===== src/hw/rtl/irbp_ram.sv =====
// ----------------------------------------------------------------------------
// irbp_ram
// Generic single write, single read RAM with registered read data.
// ----------------------------------------------------------------------------
`default_nettype none
module irbp_ram #(
  parameter int WIDTH = 8,
  parameter int DEPTH = 256,
  parameter int ADDR_W = (DEPTH > 1) ? $clog2(DEPTH) : 1
) (
  input  wire logic              clk,
  input  wire logic              we,
  input  wire logic [ADDR_W-1:0] waddr,
  input  wire logic [WIDTH-1:0]  wdata,
  input  wire logic [ADDR_W-1:0] raddr,
  output logic      [WIDTH-1:0]  rdata
);

  logic [WIDTH-1:0] mem [DEPTH];

  always_ff @(posedge clk) begin
    if (we) begin
      mem[waddr] <= wdata;
    end
    rdata <= mem[raddr];
  end

endmodule
`default_nettype wire


===== config.mk =====
export PLATFORM = sky130hd
export DESIGN_NAME = irbp_ram
export DESIGN_NICKNAME = d
export VERILOG_FILES = /design/src/hw/rtl/irbp_ram.sv
export SDC_FILE = /design/constraint.sdc
export NUM_CORES = 2
export LEC_CHECK = 0
export ABC_CLOCK_PERIOD_IN_PS = 2400
export CORE_MARGIN = 3
export CORE_UTILIZATION = 26
export DETAILED_ROUTE_END_ITERATION = 6
export DONT_BUFFER_PORTS = 1
export HOLD_SLACK_MARGIN = 0.1
export SETUP_SLACK_MARGIN = 0.2
export SLEW_MARGIN = 10
export SYNTH_ARGS = -nofsm -noshare
export SYNTH_HDL_FRONTEND = slang
export SYNTH_SLANG_ARGS = --single-unit

===== constraint.sdc =====
create_clock -name clk -period 2.4 [get_ports clk]
set_input_delay 0.12 -clock clk [delete_from_list [all_inputs] [get_ports clk]]
set_output_delay 0.12 -clock clk [all_outputs]
set_load 0.02 [all_outputs]

### Word-level counts from Yosys, hierarchy flattened

Memory sizes are Yosys's and may differ from the RTL's. A register that Yosys moved wholly into a read port is not among the register bits.
Index checks and enable logic that the tools add are counted.

| operators by class | value |
|---|---|
| mux-type cells | 2 |

Operators with widths:

| operator | number |
|---|---|
| 1-bit 2-to-1 mux | 2 |

| storage, ports and cells | value |
|---|---|
| register bits after elaboration | 0 |
| memory bits (writable) | 2048 |
| input bits | 26 |
| output and inout bits | 8 |
| word-level logic and storage cells | 3 |
| memories | 1 |

Memory list:

| memory | depth | width | read ports | clocked after Yosys merged registers in | write ports | line | source |
|---|---|---|---|---|---|---|---|
| mem | 256 | 8 | 1 | 1 | 1 | 19 | `logic [WIDTH-1:0] mem [DEPTH];` |

### Logic depth before layout (Yosys ltp)

| logic depth | value |
|---|---|
| depth in word-level cells | 2 |
| depth in mapped cells | 11 |
| mapped depth without buffers | 6 |

### Least setup slack after synthesis

OpenSTA, ideal clock, no wires.

| path | value |
|---|---|
| kind | input port to flip-flop |
| start point | input raddr[0] |
| end point | register rdata[2] (read register of mem) |
| library setup time | 0.131 ns |
| data arrival time | 1.927 ns |
| data required time | 2.269 ns |
| setup slack | 0.342 ns |
| stages | 9 |
| path buffers | 4 |
| cell sequence | buf_6 buf_12 buf_8 buf_2 mux4_2 a22oi_1 a21oi_1 nor4_1 nor4_2 |

RTL lines:

| item | line | source |
|---|---|---|
| from (decl) | 15 | `input wire logic [ADDR_W-1:0] raddr,` |
| to (decl) | 16 | `output logic [WIDTH-1:0] rdata` |

==> impl_metrics.sql <==
INSERT INTO impl_metrics (metric_group, metric, value, unit) VALUES
('clock_tree', 'postCtsHoldBufs', '21', ''),
('floorplan', 'fp.dieW', '559', 'um'),
('power_and_ir_drop', 'power.density', '776', 'nW/um^2'),
('sta', 'timing.final.hold_violations', '1980', ''),
('clock_tree', 'clk_latency', '820', 'ps'),
('detailed_routing', 'dr_total_vias', '39700', ''),
('sta', 'final-max-slew-violation-count', '65', ''),
('sta', 'grt_setup_unrepaired', 'true', ''),
('critical_path', 'start_point_of_the_critical_path', 'raddr[0]', ''),
('detailed_routing', 'detail-route-antenna-nets', '0', ''),
('floorplan', 'die_height', '559', 'um'),
('final_layout', 'layout_common_cells', 'edfxtp_1 (2048), mux4_2 (455), buf_4 (453), nor2_1 (266), clkbuf_16 (207)', ''),
('floorplan', 'design.die.area', '313000', 'um^2'),
('yosys', 'async_flop_share', '0', ''),
('yosys', 'ys_dominant_reg_cell', 'edfxtp_1', ''),
('critical_path', 'crit_arrival', '2970', 'ps'),
('yosys', 'synth.lib_cells_used.distinct', '55', ''),
('yosys', 'netlist_top_cells_area', 'edfxtp_1 (77%), mux4_2 (13%), mux2i_1 (1.7%), nor2_1 (1.3%), a22oi_1 (1.3%)', ''),
('power_and_ir_drop', 'netSwitchingFraction', '0.201', ''),
('flow_run', 'drv.max_cap_violation_count', '0', ''),
('yosys', 'avg_synthesized_cell_area', '21.3', 'um^2'),
('power_and_ir_drop', 'fin_total_pwr', '72.9', 'mW'),
('global_route', 'grt_pass1_vias', '40400', ''),
('yosys', 'synth_top_cell_area_share', '0.773', ''),
('detailed_routing', 'drc', '0', ''),
('clock_tree', 'clock_tree.htree_level_count', '4', ''),
('power_and_ir_drop', 'power_frac_clock', '0.420', ''),
('critical_path', 'setup.worst_path.end_class', 'flip-flop', ''),
('floorplan', 'initial_utilization', '0.262', ''),
('clock_tree', 'cts-root-buf', 'clkbuf_16', ''),
('final_layout', 'num-nets-final', '4223', ''),
('placed_design', 'dpl.hpwl', '112000', 'um'),
('sta', 'finalHoldWorstSlack', '-578', 'ps'),
('yosys', 'synth_edf_count', '2048', ''),
('detailed_routing', 'drt-total-wl', '200000', 'um'),
('yosys', 'synthesis.area', '79600', 'um^2'),
('sta', 'fmax', '0.438', 'GHz'),
('critical_path', 'worst-setup-path-type', 'primary input to flip-flop', ''),
('detailed_routing', 'detail_route.wl_per_cell', '23.6', 'um'),
('sta', 'slew_headroom', '-0.0813', ''),
('power_and_ir_drop', 'power.net_switching', '14.6', 'mW'),
('yosys', 'postSynthRegisterBits', '2056', ''),
('yosys', 'synth.net_count', '3759', ''),
('global_route', 'globalRoute.totalOverflow', '0', ''),
('critical_path', 'crit-reg2reg-launch', 'mem[27][3]$_DFFE_PP_', ''),
('yosys', 'synth_area_leader_cell', 'edfxtp_1', ''),
('power_and_ir_drop', 'irDropWorstVdd', '824', 'uV'),
('final_layout', 'area_growth', '18.0', '%'),
('placed_design', 'place_worst_setup_slack', '-948', 'ps'),
('hold_path', 'timing.hold.worst.class', 'primary input to flip-flop', ''),
('outcome', 'violations', 'hold timing, slew limit', ''),
('global_route', 'antenna_found_initial', '9', ''),
('outcome', 'status', 'finished with violations', ''),
('clock_tree', 'clock_transition_at_path_regs', '60', 'ps'),
('final_layout', 'drive_above_1_share', '0.291', ''),
('power_and_ir_drop', 'combPwrFrac', '0.035', ''),
('sta', 'post-route-period-util', '0.950', ''),
('yosys', 'number_of_instances_in_the_synthesized_netlist', '3733', ''),
('final_layout', 'final_common_cell', 'edfxtp_1', ''),
('detailed_routing', 'drtIter0Drc', '4650', ''),
('detailed_routing', 'routed_via_density', '4.70', ''),
('sta', 'number_of_setup_violations_in_the_final_report', '0', ''),
('floorplan', 'row_count', '202', ''),
('floorplan', 'num_io_pins', '34', ''),
('critical_path', 'critical_path.startpoint_type', 'primary input', ''),
('placed_design', 'port_buffers', '0', ''),
('global_route', 'grt_max_degree', '579', ''),
('clock_tree', 'post-cts-setup-buffer-count', '0', ''),
('hold_path', 'worstHoldStart', 'wdata[3]', ''),
('sta', 'tightestPinTransition', '1620', 'ps'),
('power_and_ir_drop', 'p_leak', '29.0', 'nW');
==> area by class of cell <==
class,count,area [um^2],area share
Inverter,2,7.51,0.0000800
Clock inverter,125,1020,0.0109
Tap cell,4080,5100,0.0544
Multi-Input combinational cell,1442,16800,0.179
Clock buffer,250,5370,0.0572
Antenna cell,6,15.0,0.000160
Sequential cell,2056,61700,0.657
Timing Repair Buffer,489,3910,0.0416
==> worst max-delay path: stages <==
cell     delay [ps]
mux4_2         1030
a22oi_1         240
buf_4           160
a21oi_1         140
nor3_4          430
nor4_1          100
==> through the flow <==
step,instances,area [um^2],util,TNS (ps)
3_3_place_gp,8048,86900,0.286,-5510
3_5_place_dp,8048,86900,0.286,-5500
5_1_grt,8446,93900,0.309,0
4_1_cts,8444,93700,0.308,0
6_report,8450,93900,0.309,0
2_1_floorplan,3733,79600,-,0
==> cell families (layout without fill, tap and decap cells) <==
| kind of cell | after synthesis | count (layout) | share of synthesized area |
|---|---|---|---|
| flip-flops | 2056 | 2056 | 0.775 |
| other | 0 | 6 | 0 |
| multiplexers | 591 | 591 | 0.146 |
| AO/OA/AOI/OAI | 385 | 385 | 0.0342 |
| buffers and inverters | 235 | 866 | 0.0183 |
| AND/OR/NAND/NOR | 466 | 466 | 0.0263 |
==> state kept, by name, summed over array words and instances, names as in the netlist <==
register,count
mem,2048
rdata,8
==> synthesized netlist by cell type (27+ instances only) <==
| library cell | n |
|---|---|
| nor2b_1 | 31 |
| o221ai_1 | 46 |
| mux2i_1 | 134 |
| buf_4 | 27 |
| nand3_1 | 34 |
| nand2_1 | 33 |
| clkbuf_1 | 111 |
| edfxtp_1 | 2048 |
| buf_2 | 31 |
| a22oi_1 | 133 |
| nor2_1 | 282 |
| mux4_2 | 454 |
| o22ai_1 | 28 |
| a21oi_1 | 96 |
==> repair_timing <==
item | in CTS | in global routing
resized for setup | 28 | 34
pin swaps | 6 | 8
endpoints found under the hold margin | 3842 | 2054
setup endpoints to repair | 8 | 111
cloned | 0 | 0
==> power by group through the flow <==
stage / registers, mW / logic [mW] / clock network, mW
2_1_floorplan: 40.4 / 1.92 / 0
3_3_place_gp: 40.5 / 2.38 / 0
3_5_place_dp: 40.5 / 2.38 / 0
4_1_cts: 39.7 / 2.50 / 31.2
5_1_grt: 39.7 / 2.63 / 32.7
6_report: 39.7 / 2.54 / 30.6
==> metal layers <==
layer | routed length, um | GRT usage | part of all wire | vias to the layer above
li1 | - | - | - | 16600
met1 | 82700 | 0.169 | 0.41 | 21200
met2 | 96800 | 0.204 | 0.48 | 1531
met3 | 15000 | 0.0240 | 0.075 | 310
met4 | 5320 | 0.0344 | 0.027 | 2
met5 | 13 | 0 | 0.000065 | -
==> final timing paths <==
path / slack (ps) / end / cells after the start
worst min-delay path: -580 / mem[239][3]$_DFFE_PP_ / 0
worst max register to register: 200 / rdata[3]$_DFF_P_ / 8
worst max-delay path: 120 / rdata[3]$_DFF_P_ / 6
worst min register to register: 1140 / rdata[5]$_DFF_P_ / 7
(Power assumes the default switching activity.)
