## src/hw/rtl/irbp_pkg.sv

```systemverilog
// ----------------------------------------------------------------------------
// irbp_pkg
// Shared constants, request modes and status codes of the block pool.
// ----------------------------------------------------------------------------
`default_nettype none
package irbp_pkg;

  localparam int POOL_SIZE     = 256;
  localparam int BLOCK_W       = 8;
  localparam int DEPTH_W       = 9;
  localparam int THREADS       = 8;
  localparam int THREAD_W      = 3;
  localparam int EPOCH_W       = 32;
  localparam int COUNT_W       = 32;
  localparam int PERIOD_W      = 16;
  localparam int RECYCLE_LIMIT = 64;

  localparam logic [EPOCH_W-1:0] EPOCH_ONES = '1;
  localparam logic [EPOCH_W-1:0] EPOCH_MAX  = EPOCH_ONES - EPOCH_W'(1);

  localparam logic [2:0] MODE_ALLOC = 3'd0;
  localparam logic [2:0] MODE_RETIRE = 3'd1;
  localparam logic [2:0] MODE_START = 3'd2;
  localparam logic [2:0] MODE_END = 3'd3;
  localparam logic [2:0] MODE_READ = 3'd4;

  localparam logic [1:0] ST_OK = 2'd0;
  localparam logic [1:0] ST_NO_FREE = 2'd1;
  localparam logic [1:0] ST_DROPPED = 2'd2;

  localparam logic CFG_EPOCH_PERIOD = 1'b0;
  localparam logic CFG_RECYCLE_PERIOD = 1'b1;

endpackage
`default_nettype wire

```

## src/hw/rtl/irbp_rem_unit.sv

```systemverilog
// ----------------------------------------------------------------------------
// irbp_rem_unit
// Bit-serial restoring remainder of a request count by a period, one bit a cycle.
// ----------------------------------------------------------------------------
`default_nettype none
module irbp_rem_unit (
  input  wire logic                            clk,
  input  wire logic                            rst,
  input  wire logic                            go,
  input  wire logic [irbp_pkg::COUNT_W-1:0]    dividend,
  input  wire logic [irbp_pkg::PERIOD_W-1:0]   divisor,
  output logic                                 done,
  output logic      [irbp_pkg::PERIOD_W-1:0]   rem
);
  import irbp_pkg::*;

  localparam int CNT_W = $clog2(COUNT_W + 1);

  logic [COUNT_W-1:0]  shreg;
  logic [CNT_W-1:0]    bits_left;
  logic                running;
  logic [PERIOD_W:0]   trial;
  logic [PERIOD_W:0]   diff;

  assign trial = {rem, shreg[COUNT_W-1]};
  assign diff  = trial - {1'b0, divisor};

  always_ff @(posedge clk) begin
    if (rst) begin
      running   <= 1'b0;
      done      <= 1'b0;
      bits_left <= '0;
    end else begin
      done <= 1'b0;
      if (go) begin
        running   <= 1'b1;
        bits_left <= CNT_W'(COUNT_W);
      end else if (running) begin
        bits_left <= bits_left - CNT_W'(1);
        if (bits_left == CNT_W'(1)) begin
          running <= 1'b0;
          done    <= 1'b1;
        end
      end
    end
  end

  always_ff @(posedge clk) begin
    if (go) begin
      shreg <= dividend;
      rem   <= '0;
    end else if (running) begin
      shreg <= {shreg[COUNT_W-2:0], 1'b0};
      if (trial >= {1'b0, divisor}) begin
        rem <= diff[PERIOD_W-1:0];
      end else begin
        rem <= trial[PERIOD_W-1:0];
      end
    end
  end

endmodule
`default_nettype wire

```

## config.mk

```make
export PLATFORM = sky130hd
export DESIGN_NAME = irbp_rem_unit
export DESIGN_NICKNAME = d
export VERILOG_FILES = /design/src/hw/rtl/irbp_pkg.sv /design/src/hw/rtl/irbp_rem_unit.sv
export SDC_FILE = /design/constraint.sdc
export NUM_CORES = 1
export LEC_CHECK = 0
export BUFFER_PORTS_ARGS = -buffer_cell sky130_fd_sc_hd__buf_4
export CORE_UTILIZATION = 40
export DETAILED_ROUTE_END_ITERATION = 6
export PLACE_DENSITY_LB_ADDON = 0.12
export SETUP_SLACK_MARGIN = 0.5
export SYNTH_ARGS = -nofsm -noshare
export SYNTH_HDL_FRONTEND = slang
export SYNTH_SLANG_ARGS = --single-unit
```

## constraint.sdc

```tcl
create_clock -name clk -period 3.1 [get_ports clk]
set_clock_uncertainty 0.15 [all_clocks]
set_input_delay 0.155 -clock clk [delete_from_list [all_inputs] [get_ports clk]]
set_output_delay 0.155 -clock clk [all_outputs]
set_load 0.005 [all_outputs]
```

# Yosys cells after proc, flatten, opt, wreduce, memory -nomap -nowiden
# Cells that the tools add are included.
# totals
regBits,56
in_bits,51
out_inout_bits,17
elab_cells,23
# classes
add_sub_neg,2
magnitude_cmp,1
n_eq_ne,1
mux,9
bitwise,1
reduce_logical,3
# op_table
op,count
$mux W32,2
$ge A17 B16 Y1,1
$mux W16,1
$sub A16 B16 Y16,1
$mux W6,2
$eq A6 B1 Y1 const B,1
$sub A6 B1 Y6 const B,1
$mux W1,4
$reduce_or A3 Y1,1
$reduce_bool A2 Y1,1
$reduce_or A2 Y1,1
$not A1 Y1,1

# Depth between registers and ports, before layout
# Gate-level depths: netlist of run 1.
# logic_depth
word_depth,4
depth_mapped,11
depth_no_buf,11

# Least setup slack after synthesis of run 1
# Ideal clock, no wire load.
# synth_timing
path_type,register to register
from,register shreg[31]
to,register rem[12] (netlist bit)
arrival_time_ns,2.443
required_ns,2.833
path_slack_ns,0.391
path_stages_with_launch,12
synth_period_minus_slack_ns,2.709
cell_sequence,edfxtp_1 inv_1 ha_1 inv_1 fa_1 a211o_1 a31oi_1 o21bai_1 mux2_2 o221ai_1 mux2_2 a22o_1
# synth_between
elab_chain_len,2
# synth_rtl
element,line,rtl
from (decl),irbp_rem_unit.sv:19,logic [COUNT_W-1:0] shreg;
from (signal assigned),irbp_rem_unit.sv:50,shreg <= dividend;
from (signal assigned),irbp_rem_unit.sv:53,"shreg <= {shreg[COUNT_W-2:0], 1'b0};"
$sub A16 B16 Y16 or $ge A17 B16 Y1 (tied branches),"irbp_rem_unit.sv:26, irbp_rem_unit.sv:54",
$mux W16 (*),irbp_rem_unit.sv:54,"if (trial >= {1'b0, divisor}) begin"
to (signal assigned),irbp_rem_unit.sv:55,rem <= diff[PERIOD_W-1:0];
to (signal assigned),irbp_rem_unit.sv:57,rem <= trial[PERIOD_W-1:0];
to (decl),irbp_rem_unit.sv:13,output logic [irbp_pkg::PERIOD_W-1:0] rem
# Every way passes the cells marked *; elsewhere a longest branch is shown, timed or not.
# A chain may end at the register's enable or synchronous reset.

# Worst setup path after layout of run 1
# Same ends and word-level chain as after synthesis.

==> impl_metrics.ini, run 1 <==
[synth]
avgSynthCellArea_um2 = 10.5
ys_warn_count = 0
ys_ff_latch = 56
ys_types = 49
synthesis.area_um2 = 3300
synth_cells = 313
seq_area_frac_synth_pct = 43.7
syn_nets = 383
synthFlopType = edfxtp_1
async_reset_ff_share_pct = 0
synth_edf_count = 32

[layout]
synthToLayoutAreaGrowth_pct = 33.4
layout-drive-gt1-share_pct = 32.9
utilization_pct = 56.1
seq_area_um2 = 1440
nets = 485
postLayoutCellArea_um2 = 4400
diodes = 0
fillers = 716
multi_input_area_um2 = 1770

[clock_network]
root_buffer = clkbuf_8
clock_path_buffers = 2
clock-sinks = 56
cts.clk_slew.worst_paths_ns = 0.11
cts_made_buffers = 5
cts_tree = built
insertion_delay_ns = 0.32
htree_levels = 2

[worst_setup_path]
critPathMostFrequentCell = mux2_4
startpoint_type = register
endpoint_kind = register
critical-path-top-delay-family = compound AO/OA/AOI/OAI gates
cp_slowest_cell = edfxtp_1
worstPathArrival_ns = 2.85
path_class = register to register
path_cells = inv_1, ha_2, inv_2, fa_2, a211o_1, a31oi_4, o21bai_4, mux2_4, o221ai_2, mux2_4, a22o_1
crit_path_max_incr_delay_ns = 0.40
crit_fanout = 3
r2r_setup_slack_ns = 0.33
required_ns = 3.18
crit_buf_inv = 2

[pwr]
vdd_drop_max_mv = 0.247
pwr_density_cell_nw_per_um2 = 413
leakagePower_nw = 1.87

[timing]
finalCritPeriodShare_pct = 89.4
hold_viol = 0
rsz0062_at_grt = true
setup_viol = 0
slew_headroom_pct = 60.8
min_period_ns = 2.77
max_freq_mhz = 361
worstMarginPinSlew_ns = 0.585
fin_tns_setup_ns = 0
maxSlewViolCount = 0

[detailed_routing]
wire_per_inst_um = 14.3
drc_errors = 0
drt_iter0_markers = 99
routed-via-count = 2654
totalWireLength_mm = 7.41
viasPerCell = 5.12
final_antenna_net_count = 0
drtPass1Iterations = 4

[floorplan]
start_util_pct = 42.0
core_area_um2 = 7850
die-area_um2 = 8620
fp-row-count = 32
ioPinCount = 68
fp.dieH_um = 92.8
die_w_um = 92.8

[placement]
place_hpwl_mm = 5.00
portBuffers = 67
placedInstanceArea_um2 = 3910
globalplace.congestion = 0.838

[global_route]
grt_antenna_before_repair = 0
grt_pass1_vias = 2556
grt_first_pass_wirelength_mm = 12.0
overflow = 0
globalRouteTotalUtil_pct = 17.4
grt_start_max_net_pins = 49

[worst_hold_path]
hold_class = primary input to register

[status]
outcome = finished, final reports clean

[flow_run]
max_cap_violations = 0
final cells by class:
type,count,area share [%]
Sequential cell,56,32.8
Inverter,21,1.79
Tap cell,102,2.90
Timing Repair Buffer,109,20.4
Clock buffer,5,1.56
Clock inverter,3,0.483
Multi-Input combinational cell,222,40.1
synth_stat cells, drive strengths merged, types with 3 or more instances:
cell type   n  share of area [%]
mux2       33                 11
xnor2       8                2.1
edfxtp     32                 29
clkbuf     10                1.1
mux2i       9                2.7
nor2       25                2.8
o211ai      4               0.91
and3        3               0.72
o21bai      3                1.0
xor2        5                1.3
dfxtp      24                 15
nand2b      4               0.76
a21o        7                1.6
nand2      19                2.2
a211oi     12                2.7
ha         18                6.8
nor3        9                1.4
o21a        3               0.68
inv        21                2.4
and2        3               0.57
a31oi       5               0.95
o21ai       6               0.91
a21oi      13                2.5
nand3       8                1.2
nand4       3               0.57
buf         4               0.76
worst reg2reg max path: stages, from the launching register on:
cell      delay (ns)
edfxtp_1        0.40
inv_1           0.07
ha_2            0.18
inv_2           0.05
fa_2            0.40
a211o_1         0.37
a31oi_4         0.24
o21bai_4        0.09
mux2_4          0.21
o221ai_2        0.07
mux2_4          0.26
a22o_1          0.19
where the power goes:
part / switching, W / internal (W)
Clock: 0.000259 / 0.000161
Combinational: 0.000232 / 0.000268
Sequential: 0.0000359 / 0.000861
through the flow:
stage	hold slack, ns	power [W]	worst slack [ns]	instances
finish	0.00818	0.00182	0.330	518
global route	0.00907	0.00192	0.178	518
CTS	0.000398	0.00182	0.347	513
detailed placement	0.188	0.00135	0.358	472
global placement	0.186	0.00134	0.395	472
floorplan	0.0774	0.00121	0.501	313
routing by layer:
| layer | vias up | GRT usage, % | share of wire [%] |
|---|---|---|---|
| met5 | - | 0 | 0 |
| li1 | 1350 | - | - |
| met1 | 1233 | 24.6 | 47 |
| met2 | 62 | 27.2 | 46 |
| met3 | 9 | 3.20 | 4.8 |
| met4 | 0 | 4.74 | 1.5 |
cell usage in the layout, fill, tap and decap left out, types with 7 or more instances in the layout:
cell,instances
nor3_1,9
inv_1,20
mux2_2,31
nor2_1,25
nand3_1,8
a21o_1,7
ha_1,17
dlygate4sd3_1,31
nand2_1,19
edfxtp_1,32
xnor2_1,8
mux2i_1,9
dfxtp_1,24
a21oi_1,10
a211oi_1,11
buf_4,78
sequential cells by signal (all words and copies together) (netlist names):
name,cells
bits_left,6
running,1
done,1
rem,16
shreg,32
repair_timing:
action / 4_1_cts / 5_1_grt
endpoints found under the setup margin: 2 / 14
gates resized for setup: 0 / 9
hold buffers: 31 / 0
hold endpoints to repair: 32 / 0
buffers inserted: 2 / 5
pin swaps: 2 / 7
cell families after synthesis:
logic type,Yosys count,synth area share [%]
fa+ha+maj,19,7.43
flops,56,43.7
xor+xnor,13,3.45
compound gates,67,15.5
buf+inv,35,4.29
simple gates,81,11.6
mux,42,14.0
worst paths after layout:
path / startpoint / to / cells after the start
hold / removal: dividend[24] / shreg[24] / 2
setup / recovery: shreg[31] / rem[12] / 11
setup reg to reg: shreg[31] / rem[12] / 11
hold reg to reg: bits_left[0] / bits_left[0] / 2
Note: power is estimated with default switching activity, not from simulation.
==> run 2, diff against run 1 <==
--- a/config.mk
+++ b/config.mk
@@ -6,7 +6,7 @@
 export NUM_CORES = 1
 export LEC_CHECK = 0
 export BUFFER_PORTS_ARGS = -buffer_cell sky130_fd_sc_hd__buf_4
-export CORE_UTILIZATION = 40
+export CORE_UTILIZATION = 55
 export DETAILED_ROUTE_END_ITERATION = 6
 export PLACE_DENSITY_LB_ADDON = 0.12
 export SETUP_SLACK_MARGIN = 0.5
==> run 2 against run 1 <==
Via count increased by 2.0%. Routed wire length grew 2.1%. Sequential power hardly changed. Final cell count decreased by 5.8%. Critical path type unchanged. Count of clock-buffer cells in the layout up 1. Non-clock buffer count stayed put. Critical endpoint unchanged.
==> impl_metrics.ini, run 2 (synthesis results as in run 1) <==
[status]
outcome = finished, final reports clean

[layout]
mostFrequentLayoutCells = buf_4, mux2_2, dlygate4sd3_1, edfxtp_1, nor2_1
fillers = 377
utilization_pct = 77.3
top_register = shreg
diodes = 0
final_common_cell = buf_4
reg_top3 = shreg x32, rem x16, bits_left x6
nets = 485
layout-drive-gt1-share_pct = 32.7
postLayoutCellArea_um2 = 4360
largest_reg_flops = 32
synthToLayoutAreaGrowth_pct = 32.2

[pwr]
vdd_drop_max_mv = 0.310
leakagePower_nw = 1.86
pwr_density_cell_nw_per_um2 = 414

[clock_network]
htree_levels = 2
root_buffer = clkbuf_8
cts.clk_slew.worst_paths_ns = 0.10
cts_tree = built
clock-sinks = 56
cts_made_buffers = 5
insertion_delay_ns = 0.32
clock_path_buffers = 2

[timing]
fin_ws_ns = 0.413
min_period_ns = 2.69
maxSlewViolCount = 0
worstMarginPinSlew_ns = 0.582
hold_viol = 0
setup_viol = 0
max_freq_mhz = 372
slew_headroom_pct = 61.1
finalCritPeriodShare_pct = 86.7
fin_tns_setup_ns = 0
rsz0062_at_grt = true

[worst_setup_path]
critical-path-top-delay-family = compound AO/OA/AOI/OAI gates
endpoint_kind = register
path_class = register to register
cp_slowest_cell = edfxtp_1
worstPathArrival_ns = 2.76
critPathLaunch = shreg[31]
path_cells = inv_1, ha_1, inv_1, fa_2, a211o_1, a31oi_4, o21bai_2, mux2_2, o221ai_1, mux2_2, a22o_1
required_ns = 3.17
crit_path_max_incr_delay_ns = 0.41
startpoint_type = register
crit_fanout = 3
reg2reg_from = shreg[31]
crit_buf_inv = 2

[worst_hold_path]
hp-start = dividend[27]
hold_class = primary input to register

[placement]
portBuffers = 67
place_hpwl_mm = 4.97
placedInstanceArea_um2 = 3860
globalplace.congestion = 0.835
pre_cts_ws_ns = 0.363

[detailed_routing]
viasPerCell = 5.55
routed-via-count = 2708
drt_iter0_markers = 105
drtPass1Iterations = 4
totalWireLength_mm = 7.57
final_antenna_net_count = 0
wire_per_inst_um = 15.5
drc_errors = 0

[global_route]
grt_start_max_net_pins = 49
overflow = 0
grt_pass1_vias = 2685
grt_antenna_before_repair = 0
grt_first_pass_wirelength_mm = 12.1
globalRouteTotalUtil_pct = 25.0

[floorplan]
core_area_um2 = 5640
die-area_um2 = 6310
start_util_pct = 58.5
ioPinCount = 68
fp.dieH_um = 79.5
die_w_um = 79.5
fp-row-count = 27

[flow_run]
max_cap_violations = 0
[run 2: changes by cell type in the layout (fill, tap and decap cells not counted), sizes merged]
cell	before	now
buf	78	77
clkinv	1	0
clkbuf	5	6
dlygate4sd3	31	32
[run 2: repair_timing]
| item | in CTS | in global routing |
|---|---|---|
| resized for setup | 1 | 7 |
| pin swaps | 7 | 4 |
| hold buffers | 29 | 3 |
| cloned | 0 | 0 |
| hold endpoints to repair | 30 | 3 |
| buffers inserted | 6 | 1 |
| setup endpoints to repair | 9 | 14 |
[run 2: per-stage QoR]
stage	total power (W)	cells	hold WS, ns
floorplan	0.00121	313	0.0774
global placement	0.00134	441	0.185
detailed placement	0.00135	441	0.186
CTS	0.00179	484	0.000873
global route	0.00190	488	0.00800
finish	0.00181	488	0.0234
[run 2: layout make-up]
| type | instances | area [µm²] | area share (%) |
|---|---|---|---|
| clock inverter | 2 | 13.8 | 0.316 |
| clock buffer | 6 | 72.6 | 1.66 |
| timing repair buffer | 109 | 898 | 20.6 |
| multi-input combinational | 222 | 1760 | 40.4 |
| sequential | 56 | 1440 | 33.1 |
| tap | 72 | 90.1 | 2.07 |
| inverter | 21 | 78.8 | 1.81 |
[run 2: power breakdown]
group	switching [W]	internal (W)	total, W
Clock	0.000248	0.000161	0.000409
Sequential	0.0000367	0.000862	0.000899
Combinational	0.000235	0.000263	0.000498
Total	0.000520	0.00129	0.00181
[run 2: per-layer routing]
metal	track usage, %	vias to the layer above	part of all wire [%]
li1	-	1352	-
met1	30.9	1276	44
met2	43.0	73	50
met3	6.29	7	5.0
met4	6.91	0	1.1
met5	0	-	0
[run 2: final timing paths]
path | end | slack [ns] | cells after the start
worst max-delay path | rem[12] | 0.41 | 11
worst min-delay path | shreg[27] | 0.02 | 2
worst min register to register | bits_left[1] | 0.35 | 2
worst max register to register | rem[12] | 0.41 | 11
==> run 3, diff against run 2 <==
--- a/config.mk
+++ b/config.mk
@@ -9,7 +9,7 @@
 export CORE_UTILIZATION = 55
 export DETAILED_ROUTE_END_ITERATION = 6
 export PLACE_DENSITY_LB_ADDON = 0.12
-export SETUP_SLACK_MARGIN = 0.5
+export SETUP_SLACK_MARGIN = 0.1
 export SYNTH_ARGS = -nofsm -noshare
 export SYNTH_HDL_FRONTEND = slang
 export SYNTH_SLANG_ARGS = --single-unit
==> run 3 against run 2 <==
Routed wire length decreased by 5.8%. Critical path type unchanged. Sequential share of layout area increased by 1.2 points. Cell area decreased by 3.6%. Critical path depth unchanged. Register-to-register slack got worse by 0.16 ns. Combinational power decreased by 6.8%. Clock power about the same.
==> impl_metrics.ini, run 3 (synthesis results as in run 1) <==
[timing]
slew_headroom_pct = 55.6
setup_viol = 0
min_period_ns = 2.85
fin_ws_ns = 0.250
fin_tns_setup_ns = 0
max_freq_mhz = 351
hold_slack_ns = 0.00342
finalCritPeriodShare_pct = 91.9
worstMarginPinSlew_ns = 0.663
rsz0062_at_grt = false
hold_viol = 0
maxSlewViolCount = 0

[layout]
mostFrequentLayoutCells = buf_4, mux2_2, edfxtp_1
synthToLayoutAreaGrowth_pct = 27.4
nets = 471
seq_area_um2 = 1440
multi_input_area_um2 = 1730
layout-drive-gt1-share_pct = 30.3
largest_reg_flops = 32
top_register = shreg
final_common_cell = buf_4
diodes = 0
reg_top3 = shreg x32, rem x16, bits_left x6
fillers = 410

[global_route]
met1_usage_pct = 29.9
grt_first_pass_wirelength_mm = 11.2
grtUsageMet2_pct = 40.3
grt_start_max_net_pins = 49
overflow = 0
grt_antenna_before_repair = 0
grt_busiest_layer = met2
grt_pass1_vias = 2484
grt_use_met3_pct = 3.43
globalRouteTotalUtil_pct = 23.2

[floorplan]
fp-row-count = 27
core_area_um2 = 5640
start_util_pct = 58.5
fp.dieH_um = 79.5
die-area_um2 = 6310
ioPinCount = 68
die_w_um = 79.5

[placement]
globalplace.congestion = 0.863
place_hpwl_mm = 4.92
pre_cts_ws_ns = 0.183
portBuffers = 67

[flow_run]
max_cap_violations = 0

[detailed_routing]
drt_iter0_markers = 140
wire_per_inst_um = 15.0
totalWireLength_mm = 7.13
drc_errors = 0
viasPerCell = 5.51
final_antenna_net_count = 0
drtPass1Iterations = 4
routed-via-count = 2613

[status]
outcome = finished, final reports clean

[clock_network]
clock_path_buffers = 2
cts.clk_slew.worst_paths_ns = 0.10
cts_tree = built
clock-sinks = 56
root_buffer = clkbuf_8
insertion_delay_ns = 0.31
post_cts_buffers = 0
htree_levels = 2
cts_made_buffers = 5

[pwr]
power.total_w = 0.00177
leakagePower_nw = 1.79
pwr_density_cell_nw_per_um2 = 421
vdd_drop_max_mv = 0.318

[worst_hold_path]
hold_class = primary input to register
hp-start = dividend[24]

[worst_setup_path]
path_class = register to register
reg2reg_from = shreg[31]
startpoint_type = register
critPathLaunch = shreg[31]
worstPathArrival_ns = 2.91
endpoint_kind = register
required_ns = 3.16
crit_fanout = 3
[run 3: path summary, 6_finish.rpt]
check / end / depth (start not counted) / slack [ns]
max: rem[12] / 11 / 0.25
min: shreg[24] / 2 / 0.003
max reg2reg: rem[12] / 11 / 0.25
min reg2reg: bits_left[0] / 2 / 0.35
[run 3: cell type report]
class,count,area share [%]
flip-flops and latches,56,34.3
clock inverters,2,0.327
multi-input cells,222,41.2
clock buffers,6,1.73
well taps,72,2.14
inverters,21,1.88
repair buffers,95,18.5
[run 3: layer usage]
layer | up-vias | share of wire, %
li1 | 1326 | -
met1 | 1228 | 44
met2 | 54 | 51
met3 | 5 | 4.5
met4 | 0 | 0.69
met5 | - | 0
[run 3: worst max-delay path: stages (launching register included)]
cell	delay, ns
edfxtp_1	0.40
inv_1	0.07
ha_1	0.16
inv_1	0.05
fa_1	0.42
a211o_1	0.38
a31oi_4	0.20
o21bai_1	0.12
mux2_2	0.24
o221ai_1	0.10
mux2_2	0.28
a22o_1	0.19
[run 3: stage by stage]
| stage | std cells | util, % | area [µm²] |
|---|---|---|---|
| finish | 474 | 74.5 | 4200 |
| global route | 474 | 74.5 | 4200 |
| CTS | 473 | 74.1 | 4180 |
| detailed placement | 441 | 68.3 | 3850 |
| global placement | 441 | 68.3 | 3850 |
| floorplan | 313 | - | 3300 |
[run 3: power breakdown]
group | internal [W] | switching, W | total (W)
registers | 0.000861 | 0.0000374 | 0.000899
clock network | 0.000161 | 0.000245 | 0.000406
logic | 0.000243 | 0.000222 | 0.000464
[run 3: what timing repair did]
action                                 4_1_cts  5_1_grt
hold buffers                                24        1
setup endpoints to repair                    0        1
endpoints found under the hold margin       25        1
gates resized for setup                      0        2
